--- config.mk ---
export PLATFORM = sky130hd
export DESIGN_NAME = tcw_addr_map
export DESIGN_NICKNAME = d
export VERILOG_FILES = /design/src/hw/rtl/tcw_pkg.sv /design/src/hw/rtl/tcw_addr_map.sv
export SDC_FILE = /design/constraint.sdc
export NUM_CORES = 1
export LEC_CHECK = 0
export BUFFER_PORTS_ARGS = -buffer_cell sky130_fd_sc_hd__buf_2
export CAP_MARGIN = 15
export CORE_UTILIZATION = 50
export DETAILED_ROUTE_END_ITERATION = 10
export GPL_ROUTABILITY_DRIVEN = 0
export PLACE_DENSITY = 0.82
export SLEW_MARGIN = 20
export SYNTH_ARGS = -nofsm -noshare
export SYNTH_HDL_FRONTEND = slang
export SYNTH_SLANG_ARGS = --single-unit
--- constraint.sdc ---
create_clock -name vclk -period 5.1
set_input_delay 0.255 -clock vclk [all_inputs]
set_output_delay 0.255 -clock vclk [all_outputs]
set_load 0.005 [all_outputs]
--- src/hw/rtl/tcw_pkg.sv ---
// ----------------------------------------------------------------------------
// tcw_pkg
// Shared constants, codes and types of the text console writer.
// ----------------------------------------------------------------------------
package tcw_pkg;

    localparam int COLUMNS    = 80;
    localparam int ROWS       = 25;
    localparam int CELL_COUNT = COLUMNS * ROWS;
    localparam int LAST_BASE  = (ROWS - 1) * COLUMNS;

    localparam int ADDR_W = (CELL_COUNT > 1) ? $clog2(CELL_COUNT) : 1;
    localparam int ROW_W  = $clog2(ROWS);
    localparam int COL_W  = (COLUMNS > 1) ? $clog2(COLUMNS) : 1;

    typedef logic [ADDR_W-1:0] t_addr;

    localparam logic [1:0] FUNC_PUT   = 2'd0;
    localparam logic [1:0] FUNC_CLEAR = 2'd1;
    localparam logic [1:0] FUNC_READ  = 2'd2;

    localparam logic [7:0]  CODE_NEWLINE = 8'd10;
    localparam logic [7:0]  CODE_RETURN  = 8'd13;
    localparam logic [7:0]  ATTR_BYTE    = 8'h07;
    localparam logic [15:0] BLANK_CELL   = 16'h0720;

    typedef struct packed {
        logic        we;
        logic        re;
        t_addr       addr;
        logic [15:0] wdata;
    } t_ram_req;

endpackage

--- src/hw/rtl/tcw_addr_map.sv ---
// ----------------------------------------------------------------------------
// tcw_addr_map
// Shared address unit: logical cell index plus ring row base, modulo the
// cell count.
// ----------------------------------------------------------------------------
module tcw_addr_map import tcw_pkg::*; (
    input  t_addr i_logical,
    input  t_addr i_base,
    output t_addr o_physical
);

    localparam logic [ADDR_W:0] COUNT_EXT = (ADDR_W+1)'(CELL_COUNT);

    logic [ADDR_W:0] sum;
    logic [ADDR_W:0] wrapped;

    always_comb begin
        sum     = {1'b0, i_logical} + {1'b0, i_base};
        wrapped = (sum >= COUNT_EXT) ? (sum - COUNT_EXT) : sum;
    end

    assign o_physical = wrapped[ADDR_W-1:0];

endmodule

# --- After elaboration in Yosys (flattened, before gate mapping) ---
# Index checks and enable logic that the tools add are counted.
totals:
  regBits: 0
  out_inout_bits: 11
classes:
  n_mux: 1
  add_sub_neg: 2
  magnitude_cmp: 1
ops:
  columns: ["operator", "n"]
  rows:
  - ["$add 11x11->12", 1]
  - ["$ge 12x11->1 const B", 1]
  - ["$mux 11", 1]
  - ["$sub 11x11->11 const B", 1]

# --- Logic depth before layout (Yosys ltp) ---
depth:
  depth_word: 3
  depth_mapped: 14

# --- Worst setup path before layout ---
# No wires, ideal clock.
synth_timing:
  kind: "input -> output"
  from: "in i_logical[0]"
  to: "out o_physical[5]"
  t_required_ns: 4.845
  path_slack_ns: 2.369
  arrival_time_ns: 2.476
  path_buffers: 0
  stages: 14
  cell_sequence: "ha_1 > inv_1 > fa_1 > nor2b_1 > o21ai_0 > nand2b_1 > xnor2_1 > inv_1 > ha_1 > nand2_1 > o41ai_2 > nand3_2 > o31ai_2 > mux2i_1"
synth_between:
  elab_chain_len: 3
  word_cells_on_any_way: 4
  classes_between: "add/sub: 2; order compare: 1; mux: 1"
synth_rtl:
  columns: ["item", "line", "rtl"]
  rows:
  - ["start: declaration", "tcw_addr_map.sv:7", "input t_addr i_logical,"]
  - ["$add 11x11->12 (*)", "tcw_addr_map.sv:18", "sum = {1'b0, i_logical} + {1'b0, i_base};"]
  - ["$sub 11x11->11 or $ge 12x11->1 (tied branches)", "tcw_addr_map.sv:19", "wrapped = (sum >= COUNT_EXT) ? (sum - COUNT_EXT) : sum;"]
  - ["$mux 11 (*)", "tcw_addr_map.sv:19", null]
  - ["end: declaration", "tcw_addr_map.sv:9", "output t_addr o_physical"]
# Every way passes the cells marked *; elsewhere a longest branch is shown, timed or not.

# --- Worst setup path in the final report ---
layout_timing:
  from: "in i_logical[0]"
  to: "out o_physical[9]"
# Same word-level chain as after synthesis.

==> impl_metrics.yaml <==
run_status:
  status: "completed"
placement:
  port_buffers: 33
  placed_area_um2: 994.7
  dp_hpwl_um: 1669
clock_network:
  postCtsSetupRepairBufs: 0
  cts_resized: 0
  ctsHoldBuffers: 0
timing:
  fmax_mhz: 312.1
  finalCritPeriodShare_pct: 62.82
  finalHoldViolations: 0
  fin_crit_ps: 3204
  slew_viol_final: 0
  slew_headroom_pct: 69.68
  setup_violations: 0
  fin_tns_setup_ps: 0
  worstMarginPinSlew_ps: 451.5
  rsz0062_at_grt: "no"
cells_and_area:
  final_core_utilization_pct: 66.03
  drive_gt1_share_pct: 29.17
  regArea_um2: 0
  nClkBuffers: 0
  syn2layout_area_growth_pct: 22.87
  postLayoutCellArea_um2: 994.7
  nFlopsAndLatches: 0
  nets: 182
  n_fill_cell: 135
  multiInputGateArea_um2: 779.5
  n_antenna_cell: 0
drt:
  drc: 0
  vias: 968
  via_per_inst: 6.050
  wl_um: 1907
  detailedRoute.firstPassIterationCount: 4
  drt-initial-drc-count: 27
  postRouteAntennaNets: 0
  routedWlPerCell_um: 11.92
global_routing:
  first_global_vias: 870
  grt_usage_pct: 22.19
  antenna_found_initial: 0
  grt_pass1_wl_um: 3332
  grt_max_degree: 7
  overflow: 0
yosys:
  synthTopCellsByCount: "13 x ha_1, 11 x nand2_1, 9 x nor2_1"
  avgSynthCellArea_um2: 7.293
  syn-cell-area_um2: 809.5
  synth_area_leaders: "ha_1 20%, nand2_1 5.1%, nand3_1 4.9%"
  synth-compound-area-share_pct: 34.16
  synth_top_area_cell: "ha_1"
  syn-num-nets: 147
  ys_warn_count: 0
  synth_xor_area_share_pct: 6.337
  synthAdderAreaFrac_pct: 22.57
  ys_types: 39
  yosys.area.top_type_share_pct: 20.09
  synth_seq_area_share_pct: 0
  synth_top_family_by_area: "compound AO/OA/AOI/OAI gates"
  synth_mux_area_share_pct: 2.473
  yosysMostFrequentCell: "ha_1"
  synth_cells: 111
  synthSimpleGateAreaFrac_pct: 30.76
floorplan:
  die_w_um: 42.24
  dieArea_um2: 1784
  ioPinCount: 33
  initial_core_util_pct: 53.74
  rows: 14
  coreArea_um2: 1506
  dieHeight_um: 42.24
power_and_ir_drop:
  power_uw: 172.9
  power.density_nw_per_um2: 173.8
  leakage_nw: 0.5168
  ir_drop_uv: 75.61
critical_path:
  cp_data_arrival_time_ps: 2950
  crit_path_start_kind: "primary input"
  cp.required_ps: 4850
  crit_fanout: 5
  critPathCaptureType: "output port"
  setup.worst_path.class: "primary input to output port"
min_path:
  hold_path.class: "primary input to output port"
job:
  cap_violations: 0
-- metal layers --
metal / up-vias / track usage, % / part of all wire, %
met5: - / 0 / 0
li1: 491 / - / -
met4: 0 / 1.875 / 0
met2: 33 / 43.08 / 49
met3: 0 / 0 / 5.2
met1: 444 / 28.13 / 46
-- placed cells by master (no fill, tap or decap), types with 3 or more instances in the layout --
cell,count
nand3_1,8
buf_2,33
xnor2_1,3
a21o_1,5
ha_1,13
nand2_1,11
a31oi_1,3
inv_1,8
nor2_1,9
a21oi_1,6
o21ai_0,5
and2_1,3
-- worst max-delay path, cell delays in order --
cell	delay (ps)
buf_2	80
ha_1	180
inv_1	60
fa_1	390
nor2b_1	180
o21ai_0	100
nand2b_1	90
xnor2_1	150
inv_1	90
ha_1	130
nand2_1	70
o41ai_2	280
nand3_2	180
a2111oi_1	420
o22ai_1	140
buf_2	140
-- cell type report --
| cell class | count | share of cell area, % |
|---|---|---|
| tap | 16 | 2.013 |
| timing repair buffer | 33 | 16.60 |
| inverter | 8 | 3.019 |
| multi-input combinational | 103 | 78.36 |
-- cell families (layout without fill, tap and decap cells) --
logic type | after synthesis | in the layout
xor gates and xnor gates | 5 | 5
adders and majority gates | 14 | 14
and+or+nand+nor | 45 | 45
muxes | 2 | 2
buffers and inverters | 8 | 41
AOI/OAI and AO/OA | 37 | 37
-- path summary, 6_finish.rpt --
kind | start | end | slack [ps] | cells past startpoint
worst max-delay path | i_logical[0] | o_physical[9] | 1900 | 16
worst min-delay path | i_base[0] | o_physical[0] | 870 | 3
-- report_power, final --
group / internal (mW) / switching (mW) / total [mW] / leakage, nW
sequential: 0 / 0 / 0 / 0
combinational: 0.0790 / 0.0939 / 0.173 / 0.517
clock: 0 / 0 / 0 / 0
-- through the flow --
stage | setup slack (ps) | cells | hold WS, ps
floorplan | 2369 | 111 | 647.9
global placement | 2035 | 160 | 835.5
detailed placement | 1922 | 160 | 866.7
CTS | 1910 | 160 | 873.9
global route | 1650 | 160 | 889.3
finish | 1896 | 160 | 868.0
Power figures use the tool's default switching activity.
